--- src/assert_macros.svh ---
// Assertion helpers shared by the RTL.
`ifndef ASSERT_MACROS_SVH
`define ASSERT_MACROS_SVH
`ifndef ASSERT_OFF
// Property must hold at every rising clock edge outside reset.
`define ASSERT_PROP(lbl, clk, rstn, prop, msg) \
	lbl: assert property (@(posedge clk) disable iff (!rstn) prop) else $error(msg);
// Condition must never be true outside reset.
`define ASSERT_NEVER(lbl, clk, rstn, cond, msg) \
	`ASSERT_PROP(lbl, clk, rstn, !(cond), msg)
`else
`define ASSERT_PROP(lbl, clk, rstn, prop, msg)
`define ASSERT_NEVER(lbl, clk, rstn, cond, msg)
`endif
`endif

--- src/ladsr_pkg.sv ---
`default_nettype none

package ladsr_pkg;

	// Field widths
	localparam int SAMPLE_W   = 16;
	localparam int LEN_W      = 18;
	localparam int LVL_W      = 16;
	localparam int CNT_W      = 20;
	localparam int CFG_IDX_W  = 3;
	localparam int CFG_DATA_W = 18;

	// Divider: quotient is always below 2^16, numerator is level * offset
	localparam int QUO_W = 16;
	localparam int NUM_W = LVL_W + LEN_W;

	// Q1.15 unity and level reset values
	localparam logic [LVL_W-1:0] Q_ONE        = 16'h8000;
	localparam logic [LVL_W-1:0] SUS_LVL_RST  = 16'h4000;
	localparam logic [LVL_W-1:0] PEAK_LVL_RST = 16'h8000;

	// Configuration register indexes
	typedef enum logic [CFG_IDX_W-1:0] {
		CFG_ATTACK  = 3'd0,
		CFG_DECAY   = 3'd1,
		CFG_SUSTAIN = 3'd2,
		CFG_RELEASE = 3'd3,
		CFG_SUS_LVL = 3'd4,
		CFG_PEAK    = 3'd5
	} cfg_idx_t;

	// Configuration as seen by the sequencer, with segment ends precomputed
	typedef struct packed {
		logic [LEN_W-1:0] att_len;
		logic [LEN_W-1:0] dec_len;
		logic [LEN_W-1:0] rel_len;
		logic [CNT_W-1:0] end_att;
		logic [CNT_W-1:0] end_dec;
		logic [CNT_W-1:0] end_sus;
		logic [CNT_W-1:0] duration;
		logic [LVL_W-1:0] pk_lvl;
		logic [LVL_W-1:0] sus_lvl;
	} cfg_t;

	typedef struct packed {
		logic             start;
		logic [NUM_W-1:0] num;
		logic [LEN_W-1:0] den;
	} div_req_t;

	typedef struct packed {
		logic             done;
		logic [QUO_W-1:0] quo;
	} div_rsp_t;

endpackage

`default_nettype wire

--- src/ladsr_if.sv ---
`default_nettype none

// Sample channel
interface ladsr_in_if;
	logic                                 valid;
	logic                                 ready;
	logic signed [ladsr_pkg::SAMPLE_W-1:0] sample_in;
	logic                                 gate_enable;

	modport source(output valid, sample_in, gate_enable, input ready);
	modport sink(input valid, sample_in, gate_enable, output ready);
endinterface

// Result channel
interface ladsr_out_if;
	logic                                 valid;
	logic                                 ready;
	logic signed [ladsr_pkg::SAMPLE_W-1:0] sample_out;
	logic                                 envelope_done;

	modport source(output valid, sample_out, envelope_done, input ready);
	modport sink(input valid, sample_out, envelope_done, output ready);
endinterface

// Configuration write channel
interface ladsr_cfg_if;
	logic                              valid;
	logic                              ready;
	logic [ladsr_pkg::CFG_IDX_W-1:0]  index;
	logic [ladsr_pkg::CFG_DATA_W-1:0] data;

	modport source(output valid, index, data, input ready);
	modport sink(input valid, index, data, output ready);
endinterface

`default_nettype wire

--- src/ladsr_cfg.sv ---
`default_nettype none

module ladsr_cfg #(
	parameter int SAMPLE_RATE = 48000
) (
	input  wire               clk,
	input  wire               arst_n,
	ladsr_cfg_if.sink         cfg_ch,
	output ladsr_pkg::cfg_t   cfg
);

	localparam int LW = ladsr_pkg::LEN_W;
	localparam int VW = ladsr_pkg::LVL_W;
	localparam int CW = ladsr_pkg::CNT_W;

	localparam logic [LW-1:0] ATT_RST = LW'(SAMPLE_RATE / 10);
	localparam logic [LW-1:0] DEC_RST = LW'(SAMPLE_RATE / 20);
	localparam logic [LW-1:0] SUS_RST = LW'((SAMPLE_RATE * 3) / 20);
	localparam logic [LW-1:0] REL_RST = LW'(SAMPLE_RATE / 20);

	logic [LW-1:0] att_q;
	logic [LW-1:0] dec_q;
	logic [LW-1:0] sus_len_q;
	logic [LW-1:0] rel_q;
	logic [VW-1:0] sus_lvl_q;
	logic [VW-1:0] pk_lvl_q;
	ladsr_pkg::cfg_t cfg_q;

	function automatic logic [VW-1:0] clamp_lvl(input logic [VW-1:0] v);
		clamp_lvl = (v > ladsr_pkg::Q_ONE) ? ladsr_pkg::Q_ONE : v;
	endfunction

	assign cfg_ch.ready = 1'b1;

	// Register writes
	always_ff @(posedge clk or negedge arst_n) begin
		if (!arst_n) begin
			att_q     <= ATT_RST;
			dec_q     <= DEC_RST;
			sus_len_q <= SUS_RST;
			rel_q     <= REL_RST;
			sus_lvl_q <= ladsr_pkg::SUS_LVL_RST;
			pk_lvl_q  <= ladsr_pkg::PEAK_LVL_RST;
		end else if (cfg_ch.valid) begin
			case (ladsr_pkg::cfg_idx_t'(cfg_ch.index))
				ladsr_pkg::CFG_ATTACK:  att_q     <= cfg_ch.data[LW-1:0];
				ladsr_pkg::CFG_DECAY:   dec_q     <= cfg_ch.data[LW-1:0];
				ladsr_pkg::CFG_SUSTAIN: sus_len_q <= cfg_ch.data[LW-1:0];
				ladsr_pkg::CFG_RELEASE: rel_q     <= cfg_ch.data[LW-1:0];
				ladsr_pkg::CFG_SUS_LVL: sus_lvl_q <= cfg_ch.data[VW-1:0];
				ladsr_pkg::CFG_PEAK:    pk_lvl_q  <= cfg_ch.data[VW-1:0];
				default: ;
			endcase
		end
	end

	// Segment boundaries and clamped levels, registered from the configuration registers
	always_ff @(posedge clk) begin
		cfg_q.att_len  <= att_q;
		cfg_q.dec_len  <= dec_q;
		cfg_q.rel_len  <= rel_q;
		cfg_q.end_att  <= CW'(att_q);
		cfg_q.end_dec  <= CW'(att_q) + CW'(dec_q);
		cfg_q.end_sus  <= CW'(att_q) + CW'(dec_q) + CW'(sus_len_q);
		cfg_q.duration <= CW'(att_q) + CW'(dec_q) + CW'(sus_len_q) + CW'(rel_q);
		cfg_q.pk_lvl   <= clamp_lvl(pk_lvl_q);
		cfg_q.sus_lvl  <= clamp_lvl(sus_lvl_q);
	end

	assign cfg = cfg_q;

endmodule

`default_nettype wire

--- src/ladsr_div.sv ---
`default_nettype none

// Restoring divider, one quotient bit per cycle.
// Requires num < den * 2^QUO_W, so the quotient fits in QUO_W bits.
module ladsr_div (
	input  wire                        clk,
	input  wire                        arst_n,
	input  wire ladsr_pkg::div_req_t   req,
	output ladsr_pkg::div_rsp_t        rsp
);

	localparam int QW = ladsr_pkg::QUO_W;
	localparam int DW = ladsr_pkg::LEN_W;
	localparam int SW = $clog2(QW + 1);
	localparam logic [SW-1:0] STEPS = SW'(QW);
	localparam logic [SW-1:0] LAST  = SW'(1);

	logic [DW-1:0] rem_q;
	logic [QW-1:0] lo_q;
	logic [DW-1:0] den_q;
	logic [SW-1:0] cnt_q;
	logic          done_q;
	logic [DW+1:0] trial;
	logic          fit;

	// Trial subtract of the divisor from the shifted remainder
	assign trial = {1'b0, rem_q, lo_q[QW-1]} - {2'b00, den_q};
	assign fit   = !trial[DW+1];

	// Step counter and completion pulse
	always_ff @(posedge clk or negedge arst_n) begin
		if (!arst_n) begin
			cnt_q  <= '0;
			done_q <= 1'b0;
		end else if (req.start) begin
			cnt_q  <= STEPS;
			done_q <= 1'b0;
		end else if (cnt_q != '0) begin
			cnt_q  <= cnt_q - LAST;
			done_q <= (cnt_q == LAST);
		end else begin
			done_q <= 1'b0;
		end
	end

	// Remainder and quotient shift register
	always_ff @(posedge clk) begin
		if (req.start) begin
			rem_q <= req.num[ladsr_pkg::NUM_W-1:QW];
			lo_q  <= req.num[QW-1:0];
			den_q <= req.den;
		end else if (cnt_q != '0) begin
			rem_q <= fit ? trial[DW-1:0] : {rem_q[DW-2:0], lo_q[QW-1]};
			lo_q  <= {lo_q[QW-2:0], fit};
		end
	end

	assign rsp.done = done_q;
	assign rsp.quo  = lo_q;

endmodule

`default_nettype wire

--- src/linear_adsr_envelope_top.sv ---
// Linear one-shot ADSR envelope on a 16-bit sample stream. With gate_enable
// set, each sample is scaled by the Q1.15 envelope at the current sample
// count (rounded toward minus infinity) and the count advances, wrapping to
// zero and setting the sticky envelope_done flag at the end of the envelope.
// With gate_enable clear the sample passes unchanged. One sample is in work
// at a time: a scaled sample in attack, decay or release waits on the
// 16-step divider, a sustain sample skips the divider and a passed-through
// sample skips the scaling as well. The result register frees the input
// side as soon as it is loaded. Configuration writes reach the sequencer
// via the configuration registers and then the registered segment ends.
`default_nettype none
`include "assert_macros.svh"

module linear_adsr_envelope_top #(
	parameter int SAMPLE_RATE = 48000
) (
	input  wire          clk,
	input  wire          arst_n,
	ladsr_in_if.sink     sample_ch,
	ladsr_out_if.source  result_ch,
	ladsr_cfg_if.sink    cfg_ch
);

	localparam int SW = ladsr_pkg::SAMPLE_W;
	localparam int LW = ladsr_pkg::LEN_W;
	localparam int VW = ladsr_pkg::LVL_W;
	localparam int CW = ladsr_pkg::CNT_W;
	localparam int NW = ladsr_pkg::NUM_W;
	localparam int PW = 2*SW + 1;

	typedef enum logic [5:0] {
		ST_IDLE  = 6'b000001,
		ST_CALC  = 6'b000010,
		ST_MUL   = 6'b000100,
		ST_DIV   = 6'b001000,
		ST_SCALE = 6'b010000,
		ST_WRITE = 6'b100000
	} state_t;

	state_t               state_q;
	ladsr_pkg::cfg_t      cfg;
	ladsr_pkg::div_req_t  div_req;
	ladsr_pkg::div_rsp_t  div_rsp;

	logic signed [SW-1:0] sample_q;
	logic                 gate_q;
	logic [CW-1:0]        count_q;
	logic                 done_q;
	logic [VW-1:0]        a_q;
	logic [LW-1:0]        t_q;
	logic [LW-1:0]        d_q;
	logic                 neg_q;
	logic [VW-1:0]        base_q;
	logic [VW-1:0]        env_q;
	logic signed [SW-1:0] res_q;
	logic                 out_valid_q;
	logic signed [SW-1:0] out_sample_q;
	logic                 out_done_q;

	logic [CW-1:0]        cnt_inc;
	logic [CW-1:0]        t_dec;
	logic [CW-1:0]        t_rel;
	logic                 in_range;
	logic                 out_load;
	logic signed [PW-1:0] scale_prod;

	ladsr_cfg #(
		.SAMPLE_RATE(SAMPLE_RATE)
	) u_cfg (
		.clk    (clk),
		.arst_n (arst_n),
		.cfg_ch (cfg_ch),
		.cfg    (cfg)
	);

	ladsr_div u_div (
		.clk    (clk),
		.arst_n (arst_n),
		.req    (div_req),
		.rsp    (div_rsp)
	);

	// Segment decode helpers
	assign cnt_inc  = count_q + CW'(1);
	assign t_dec    = count_q - cfg.end_att;
	assign t_rel    = count_q - cfg.end_sus;
	assign in_range = count_q < cfg.duration;

	// Divider request: slope level times offset into the segment
	assign div_req.start = (state_q == ST_MUL);
	assign div_req.num   = NW'(a_q) * NW'(t_q);
	assign div_req.den   = d_q;

	// Final scaling, floor shift by 15
	assign scale_prod = PW'(sample_q) * PW'($signed({1'b0, env_q}));

	assign out_load        = (state_q == ST_WRITE) && (!out_valid_q || result_ch.ready);
	assign sample_ch.ready = (state_q == ST_IDLE);

	// Sequencer control
	always_ff @(posedge clk or negedge arst_n) begin
		if (!arst_n) begin
			state_q <= ST_IDLE;
			count_q <= '0;
			done_q  <= 1'b0;
		end else begin
			case (state_q)
				ST_IDLE: begin
					if (sample_ch.valid) begin
						state_q <= ST_CALC;
					end
				end
				ST_CALC: begin
					if (!gate_q || !in_range) begin
						state_q <= ST_WRITE;
					end else if (count_q < cfg.end_dec || count_q >= cfg.end_sus) begin
						state_q <= ST_MUL;
					end else begin
						state_q <= ST_SCALE;
					end
					// advance the envelope position on gated samples
					if (gate_q) begin
						if (cnt_inc >= cfg.duration) begin
							count_q <= '0;
							done_q  <= 1'b1;
						end else begin
							count_q <= cnt_inc;
						end
					end
				end
				ST_MUL: begin
					state_q <= ST_DIV;
				end
				ST_DIV: begin
					if (div_rsp.done) begin
						state_q <= ST_SCALE;
					end
				end
				ST_SCALE: begin
					state_q <= ST_WRITE;
				end
				ST_WRITE: begin
					if (out_load) begin
						state_q <= ST_IDLE;
					end
				end
				default: begin
					state_q <= ST_IDLE;
				end
			endcase
		end
	end

	// Datapath registers
	always_ff @(posedge clk) begin
		case (state_q)
			ST_IDLE: begin
				if (sample_ch.valid) begin
					sample_q <= sample_ch.sample_in;
					gate_q   <= sample_ch.gate_enable;
				end
			end
			ST_CALC: begin
				res_q <= sample_q;
				if (count_q < cfg.end_att) begin
					a_q    <= cfg.pk_lvl;
					t_q    <= count_q[LW-1:0];
					d_q    <= cfg.att_len;
					neg_q  <= 1'b0;
					base_q <= '0;
				end else if (count_q < cfg.end_dec) begin
					a_q    <= (cfg.sus_lvl >= cfg.pk_lvl) ? cfg.sus_lvl - cfg.pk_lvl
					                                     : cfg.pk_lvl - cfg.sus_lvl;
					t_q    <= t_dec[LW-1:0];
					d_q    <= cfg.dec_len;
					neg_q  <= (cfg.sus_lvl < cfg.pk_lvl);
					base_q <= cfg.pk_lvl;
				end else begin
					a_q    <= cfg.sus_lvl;
					t_q    <= t_rel[LW-1:0];
					d_q    <= cfg.rel_len;
					neg_q  <= 1'b1;
					base_q <= cfg.sus_lvl;
				end
				env_q <= cfg.sus_lvl;
			end
			ST_DIV: begin
				if (div_rsp.done) begin
					env_q <= neg_q ? base_q - div_rsp.quo : base_q + div_rsp.quo;
				end
			end
			ST_SCALE: begin
				res_q <= scale_prod[2*SW-2:SW-1];
			end
			default: ;
		endcase
	end

	// Result register
	always_ff @(posedge clk or negedge arst_n) begin
		if (!arst_n) begin
			out_valid_q <= 1'b0;
		end else if (out_load) begin
			out_valid_q <= 1'b1;
		end else if (result_ch.ready) begin
			out_valid_q <= 1'b0;
		end
	end

	always_ff @(posedge clk) begin
		if (out_load) begin
			out_sample_q <= res_q;
			out_done_q   <= done_q;
		end
	end

	assign result_ch.valid         = out_valid_q;
	assign result_ch.sample_out    = out_sample_q;
	assign result_ch.envelope_done = out_done_q;

	// Checks
	`ASSERT_NEVER(a_div_done_in_div, clk, arst_n, div_rsp.done && (state_q != ST_DIV), "divider finished outside its state")
	`ASSERT_PROP(a_env_in_range, clk, arst_n, (state_q == ST_SCALE) |-> (env_q <= ladsr_pkg::Q_ONE), "envelope above unity")
	`ASSERT_PROP(a_done_sticky, clk, arst_n, $past(done_q) |-> done_q, "done flag cleared")

endmodule

`default_nettype wire
--- src/flat_wrapper.sv ---
// flat-port wrapper written by rule: the top's interface ports become plain ports
module linear_adsr_envelope_top_flat 
#(
	parameter int SAMPLE_RATE = 48000
)
  (clk, arst_n, sample_ch_valid, sample_ch_sample_in, sample_ch_gate_enable, sample_ch_ready, result_ch_valid, result_ch_sample_out, result_ch_envelope_done, result_ch_ready, cfg_ch_valid, cfg_ch_index, cfg_ch_data, cfg_ch_ready);
  ladsr_in_if sample_ch_i ();
  ladsr_out_if result_ch_i ();
  ladsr_cfg_if cfg_ch_i ();
  input  wire clk;
  input  wire arst_n;
  input wire logic [$bits(sample_ch_i.valid)-1:0] sample_ch_valid;
  input wire logic [$bits(sample_ch_i.sample_in)-1:0] sample_ch_sample_in;
  input wire logic [$bits(sample_ch_i.gate_enable)-1:0] sample_ch_gate_enable;
  output wire logic [$bits(sample_ch_i.ready)-1:0] sample_ch_ready;
  output wire logic [$bits(result_ch_i.valid)-1:0] result_ch_valid;
  output wire logic [$bits(result_ch_i.sample_out)-1:0] result_ch_sample_out;
  output wire logic [$bits(result_ch_i.envelope_done)-1:0] result_ch_envelope_done;
  input wire logic [$bits(result_ch_i.ready)-1:0] result_ch_ready;
  input wire logic [$bits(cfg_ch_i.valid)-1:0] cfg_ch_valid;
  input wire logic [$bits(cfg_ch_i.index)-1:0] cfg_ch_index;
  input wire logic [$bits(cfg_ch_i.data)-1:0] cfg_ch_data;
  output wire logic [$bits(cfg_ch_i.ready)-1:0] cfg_ch_ready;
  assign sample_ch_i.valid = sample_ch_valid;
  assign sample_ch_i.sample_in = sample_ch_sample_in;
  assign sample_ch_i.gate_enable = sample_ch_gate_enable;
  assign sample_ch_ready = sample_ch_i.ready;
  assign result_ch_valid = result_ch_i.valid;
  assign result_ch_sample_out = result_ch_i.sample_out;
  assign result_ch_envelope_done = result_ch_i.envelope_done;
  assign result_ch_i.ready = result_ch_ready;
  assign cfg_ch_i.valid = cfg_ch_valid;
  assign cfg_ch_i.index = cfg_ch_index;
  assign cfg_ch_i.data = cfg_ch_data;
  assign cfg_ch_ready = cfg_ch_i.ready;
  linear_adsr_envelope_top #(.SAMPLE_RATE(SAMPLE_RATE)) u_core (.clk(clk), .arst_n(arst_n), .sample_ch(sample_ch_i), .result_ch(result_ch_i), .cfg_ch(cfg_ch_i));
endmodule
--- config.mk ---
export PLATFORM = sky130hd
export DESIGN_NAME = linear_adsr_envelope_top_flat
export DESIGN_NICKNAME = d
export VERILOG_FILES = /design/src/ladsr_pkg.sv /design/src/ladsr_if.sv /design/src/ladsr_cfg.sv /design/src/ladsr_div.sv /design/src/linear_adsr_envelope_top.sv /design/src/flat_wrapper.sv
export VERILOG_INCLUDE_DIRS = /design/src /design/src/src
export SDC_FILE = /design/constraint.sdc
export NUM_CORES = 2
export LEC_CHECK = 0
export ABC_AREA = 1
export CAP_MARGIN = 0
export CORE_UTILIZATION = 60
export CTS_CLUSTER_SIZE = 10
export DETAILED_ROUTE_END_ITERATION = 8
export DONT_BUFFER_PORTS = 1
export GPL_TIMING_DRIVEN = 0
export PLACE_DENSITY = 0.75
export SLEW_MARGIN = 20
export SYNTH_ARGS = -nofsm -noshare
export SYNTH_HDL_FRONTEND = slang
export SYNTH_SLANG_ARGS = --single-unit
--- constraint.sdc ---
create_clock -name clk -period 7.14 [get_ports clk]
set_input_delay 0.714 -clock clk [delete_from_list [all_inputs] [get_ports clk]]
set_output_delay 0.714 -clock clk [all_outputs]
set_load 0.01 [all_outputs]
# ---- Word-level counts from Yosys, hierarchy flattened
# Index checks and enable logic that the tools add are counted.
dict set report word_totals {
  memories 0
  output_inout_bits 20
  register_bits 470
  latch_bits 0
  ram_bits 0
  input_bits 43
  romBits 0
  word_cells 128
}
dict set report classes {
  n_div 0
  n_mul 2
  shifts 0
  n_addsub 12
  n_lt_le_gt_ge 9
  n_reduce_logical 25
  n_eq_ne 15
  muxes 31
  bitwise_logic 0
}
# operator count
set ops {}
lappend ops {{16-bit 2-to-1 mux} 8}
lappend ops {{18-bit 2-to-1 mux} 7}
lappend ops {{16-bit case mux with 2 select lines} 2}
lappend ops {{16-bit subtractor} 3}
lappend ops {{20-bit >= comparator} 2}
lappend ops {{6-bit case mux with 6 select lines} 1}
lappend ops {{18-bit subtractor} 2}
lappend ops {{16-bit by 18-bit multiplier with 34-bit output} 1}
lappend ops {{16-bit > comparator (second input constant)} 2}
lappend ops {{16-bit by 17-bit multiplier with 31-bit output} 1}
lappend ops {{6-bit 2-to-1 mux} 4}
lappend ops {{19-bit by 18-bit adder with 20-bit output} 1}
lappend ops {{20-bit by 1-bit adder with 20-bit output (second input constant)} 1}
lappend ops {{20-bit by 18-bit adder with 20-bit output} 1}
lappend ops {{20-bit by 18-bit < comparator with 1-bit output} 1}
lappend ops {{20-bit by 19-bit < comparator with 1-bit output} 1}
lappend ops {{20-bit < comparator} 1}
lappend ops {{20-bit 2-to-1 mux} 1}
lappend ops {{19-bit by 18-bit subtractor with 20-bit output} 1}
lappend ops {{18-bit by 18-bit adder with 19-bit output} 1}
lappend ops {{2-bit AND reduction} 9}
lappend ops {{16-bit adder} 1}
lappend ops {{16-bit >= comparator} 1}
lappend ops {{16-bit < comparator} 1}
lappend ops {{other kinds (22)} 40}

# ---- Depth between registers and ports, before layout
dict set report depth {
  ltp_word 5
  depth_mapped 29
  depth_no_buf 28
}

# ---- By module
# Synthesis repeated with hierarchy kept, for this count alone.
dict set report unflattened {
  hier_cells 6015
  hier_area_um2 46527.1
}
# module cells_per_inst seq_area_each_um2 instances area_each_um2
set modules_own_cells {}
lappend modules_own_cells {linear_adsr_envelope_top 4434 4755.8 1 32728.9}
lappend modules_own_cells {ladsr_cfg 1080 5527.8 1 9984.6}
lappend modules_own_cells {ladsr_div 501 1711.6 1 3813.7}

# ---- Worst setup path after synthesis
# Ideal clock, no wire load.
dict set report synth_timing {
  path_kind {reg2reg}
  start {reg u_core.a_q[9]}
  end {reg u_core.u_div.rem_q[10], data pin}
  n_path_buf 2
  t_required_ns 6.881
  path_stages_with_launch 25
  path_slack_ns 1.483
  arrival_time_ns 5.398
  cell_sequence {edfxtp_1 -> clkbuf_1 -> clkbuf_1 -> nand2_1 -> fa_1 -> inv_1 -> fa_1 -> inv_1 -> fa_1 -> inv_1 -> fa_1 -> fa_1 -> inv_1 -> fa_1 -> inv_1 -> ha_1 -> nand2_1 -> nor2_1 -> inv_1 -> nor4_1 -> nand2_1 -> nand3_1 -> nand2_1 -> nand3_1 -> nand2_1}
}
dict set report synth_via {
  elab_chain_cells 2
}
# item line
set synth_rtl {}
lappend synth_rtl {{from (decl)} linear_adsr_envelope_top.sv:49} ;# logic [VW-1:0] a_q;
lappend synth_rtl {{from (signal assigned)} linear_adsr_envelope_top.sv:166} ;# a_q <= cfg.pk_lvl;
lappend synth_rtl {{from (signal assigned)} linear_adsr_envelope_top.sv:172} ;# a_q <= (cfg.sus_lvl >= cfg.pk_lvl) ? cfg.sus_lvl - cfg.pk_lvl
lappend synth_rtl {{from (signal assigned)} linear_adsr_envelope_top.sv:179} ;# a_q <= cfg.sus_lvl;
lappend synth_rtl {{16-bit by 18-bit multiplier with 34-bit output} linear_adsr_envelope_top.sv:91} ;# assign div_req.num = NW'(a_q) * NW'(t_q);
lappend synth_rtl {{18-bit 2-to-1 mux} ladsr_div.sv:48} ;# if (req.start) begin
lappend synth_rtl {{to (signal assigned)} ladsr_div.sv:49} ;# rem_q <= req.num[ladsr_pkg::NUM_W-1:QW];
lappend synth_rtl {{to (signal assigned)} ladsr_div.sv:53} ;# rem_q <= fit ? trial[DW-1:0] : {rem_q[DW-2:0], lo_q[QW-1]};
lappend synth_rtl {{to (decl)} ladsr_div.sv:18} ;# logic [DW-1:0] rem_q;
# Every way passes these cells.
# A chain may end at the register's enable or synchronous reset.

# ---- Final worst setup path
dict set report layout_timing {
  start {reg u_core.t_q[4]}
  end {reg u_core.u_div.rem_q[12], data pin}
}
dict set report layout_via {
  elab_chain_cells 2
}
# item line
set layout_rtl {}
lappend layout_rtl {{from (decl)} linear_adsr_envelope_top.sv:50} ;# logic [LW-1:0] t_q;
lappend layout_rtl {{from (signal assigned)} linear_adsr_envelope_top.sv:167} ;# t_q <= count_q[LW-1:0];
lappend layout_rtl {{from (signal assigned)} linear_adsr_envelope_top.sv:174} ;# t_q <= t_dec[LW-1:0];
lappend layout_rtl {{from (signal assigned)} linear_adsr_envelope_top.sv:180} ;# t_q <= t_rel[LW-1:0];
lappend layout_rtl {{16-bit by 18-bit multiplier with 34-bit output} linear_adsr_envelope_top.sv:91}
lappend layout_rtl {{18-bit 2-to-1 mux} ladsr_div.sv:48}
# Every way passes these cells.

==> impl_metrics.json <==
{
  "synth_cell_type_count": 53,
  "vias_per_cell": 5.52,
  "first_pass_iters": 8,
  "synth_mux_area_share_pct": 0,
  "cts_root_buf": "clkbuf_16",
  "syn_to_final_growth_pct": 6.62,
  "rsz0062_at_grt": "true",
  "cp.arrival_ns": 7.30,
  "ant_nets": 0,
  "synth_edf_count": 187,
  "cts_made_buffers": 55,
  "synth_top_family_by_area": "adder cells",
  "synth-simple-area-share_pct": 20.9,
  "end_kind": "flop",
  "postSynthCellCount": 5983,
  "crit_path_max_fanout": 10,
  "r2r_cells": 23,
  "die_area_mm2": 0.0780,
  "place_congestion": 0.997,
  "fp.dieW_um": 279,
  "netlist_top_cells_count": "nand2_1 (1687), inv_1 (1252), ha_1 (449), fa_1 (423), nor2_1 (302)",
  "synth_fp_nets": 6898,
  "async_reset_ff_share_pct": 29.4,
  "global_route.usage.total_pct": 35.7,
  "post_drt_wl_per_cell_um": 19.2,
  "placementRows": 101,
  "drt-total-wl_um": 137000,
  "final-setup-viol-count": 0,
  "min_period_ns": 6.92,
  "cts.sinks": 470,
  "worstSetupPathType": "flop to flop",
  "fin_tns_setup_ns": 0,
  "antenna_found_initial": 2,
  "relSlewSlack_pct": 42.0,
  "io_buffers": 0,
  "grt_pass1_wl_um": 214000,
  "ys_seq_area_share_pct": 26.0,
  "max_freq_ghz": 0.144,
  "drc": 0,
  "yosysWarnings": 0,
  "clk_pin_slew_ns": 0.06,
  "netlist_area_mm2": 0.0461,
  "hp-class": "input port to async pin",
  "yosys_register_bits": 470,
  "cts_tree": "yes",
  "synth.largest_area_cell": "fa_1",
  "grt_pass1_vias": 38500,
  "critPathLaunchType": "flop",
  "max_cap_violations": 0,
  "die-height_um": 279,
  "ys_dominant_reg_cell": "edfxtp_1",
  "drtIter0Drc": 3518,
  "final.period_utilization_pct": 97.0,
  "yosys.area_share.adder_pct": 30.5,
  "worstMarginPinSlew_ns": 0.869,
  "outcome": "complete, no violations",
  "hold_viol": 0,
  "n_fill_cell": 6714,
  "syn_avg_cell_area_um2": 7.71,
  "io_pins": 63,
  "synth.most_common_cell": "nand2_1",
  "vias": 39300,
  "hpwl_um": 111000,
  "netlist_top_cells_area": "fa_1 (18%), nand2_1 (14%), ha_1 (12%)",
  "clock_path_buffers": 3,
  "final_layout_size_suffix_gt1_share_pct": 3.39,
  "fin_skew_ns": 0.0241,
  "htreeDepth": 2,
  "clk_latency_ns": 0.64,
  "initial_core_util_pct": 60.7,
  "synth-xor-area-share_pct": 2.60,
  "drv_slew": 0,
  "grt_max_degree": 139,
  "finalNetCount": 6953,
  "synth_top_area_share_pct": 18.4,
  "globalRouteOverflowTotal": 0,
  "worst_ep_required_time_ns": 7.51,
  "synth_compound_area_share_pct": 7.85,
  "core_area_mm2": 0.0761
}
worst paths after layout:
check | slack (ns) | end | from
setup / recovery | 0.22 | u_core.u_div.rem_q[12]$_DFFE_PP_ | u_core.t_q[4]$_DFFE_PP_
hold / removal | 0.08 | u_core.u_div.cnt_q[1]$_DFFE_PN0P_ | arst_n
setup reg to reg | 0.22 | u_core.u_div.rem_q[12]$_DFFE_PP_ | u_core.t_q[4]$_DFFE_PP_
hold reg to reg | 0.42 | u_core.result_ch.sample_out[15]$_DFFE_PP_ | u_core.res_q[15]$_DFFE_PP_
max in group asynchronous | 6.49 | u_core.done_q$_DFFE_PN0P_ | arst_n
min in group clk | 0.17 | u_core.sample_q[2]$_DFFE_PP_ | sample_ch_sample_in[2]
area by class of cell:
cell class / instances / area [µm²] / share of cell area, %
Inverter: 1264 / 4750 / 9.65
Clock buffer: 95 / 1570 / 3.19
Timing Repair Buffer: 3 / 82.6 / 0.168
Multi-Input combinational cell: 4046 / 28600 / 58.0
Clock inverter: 7 / 106 / 0.216
Buffer: 198 / 858 / 1.74
Tap cell: 1030 / 1290 / 2.62
Antenna cell: 1 / 2.50 / 0.00509
Sequential cell: 470 / 12000 / 24.4
layout by cell type (no fill, tap or decap), types with 17 or more instances in the layout:
cell | netlist | final
a21o_1 | 17 | 17
a21oi_1 | 237 | 237
a31oi_1 | 30 | 30
buf_2 | 27 | 27
clkbuf_1 | 156 | 180
clkbuf_16 | 0 | 56
dfrtp_1 | 119 | 119
dfstp_2 | 19 | 19
dfxtp_1 | 145 | 145
edfxtp_1 | 187 | 187
fa_1 | 423 | 423
ha_1 | 449 | 449
inv_1 | 1252 | 1251
nand2_1 | 1687 | 1686
nand3_1 | 199 | 199
nand4_1 | 46 | 46
nor2_1 | 302 | 300
nor3_1 | 48 | 48
nor4_1 | 21 | 21
o21ai_0 | 288 | 288
o21bai_1 | 19 | 19
or2_2 | 17 | 17
xnor2_1 | 50 | 50
xor2_1 | 87 | 87
cell families (layout without fill, tap and decap cells):
group | after synthesis | count (layout)
flops | 470 | 470
fa+ha+maj | 872 | 872
compound gates | 666 | 666
other cells | 1 | 2
xor+xnor | 137 | 137
buf+inv | 1467 | 1567
simple gates | 2370 | 2370
worst max-delay path, cell delays in order, from the launching register on:
cell and delay, ns:
edfxtp_1 0.32, clkbuf_1 0.53, clkbuf_1 0.59, nand2_1 0.18, fa_1 0.55, inv_1 0.05, fa_1 0.46, fa_1 0.52
fa_1 0.52, fa_1 0.55, inv_1 0.05, fa_1 0.61, inv_1 0.07, ha_1 0.38, nand2_1 0.11, inv_1 0.09
nand2_1 0.10, nor3_1 0.37, and3_1 0.23, nand2_1 0.07, nand3_1 0.09, nand2_1 0.05, nand3_1 0.11, nand2_1 0.08
metrics by stage:
stage | cell area, µm² | util [%] | hold WS [ns] | std cells | worst slack [ns]
final | 49200 | 64.7 | 0.0783 | 7114 | 0.217
after global routing | 49200 | 64.7 | 0.137 | 7113 | -0.0122
after CTS | 49200 | 64.7 | 0.101 | 7118 | 0.171
after detailed placement | 47500 | 62.4 | 0.405 | 7015 | 0.161
after global placement | 47400 | 62.4 | 0.395 | 7013 | 0.193
after floorplan | 46100 | - | 0.371 | 5983 | 1.48
registers in the layout (all words and copies together) (netlist names), 18 cells and up:
signal	flops
u_core.count_q	20
u_core.d_q	18
u_core.t_q	18
u_core.u_cfg.att_q	18
u_core.u_cfg.cfg	145
u_core.u_cfg.dec_q	18
u_core.u_cfg.rel_q	18
u_core.u_cfg.sus_len_q	18
u_core.u_div.den_q	18
u_core.u_div.rem_q	18
layer usage:
layer	GRT usage, %	share of wire (%)	vias up
met3	5.10	8.6	367
met2	58.1	46	1733
li1	-	-	18500
met4	16.5	5.3	2
met1	47.3	41	18600
met5	0	0.0095	-
repair_timing:
| action | CTS | global route |
|---|---|---|
| hold endpoints to repair | 138 | 0 |
| gates resized for setup | 0 | 15 |
| setup endpoints to repair | 0 | 11 |
| hold buffers | 1 | 0 |
| setup buffers | 0 | 0 |
Power is not shown: default switching activity piles up to over one toggle a cycle in this logic, so the estimate is an artifact.
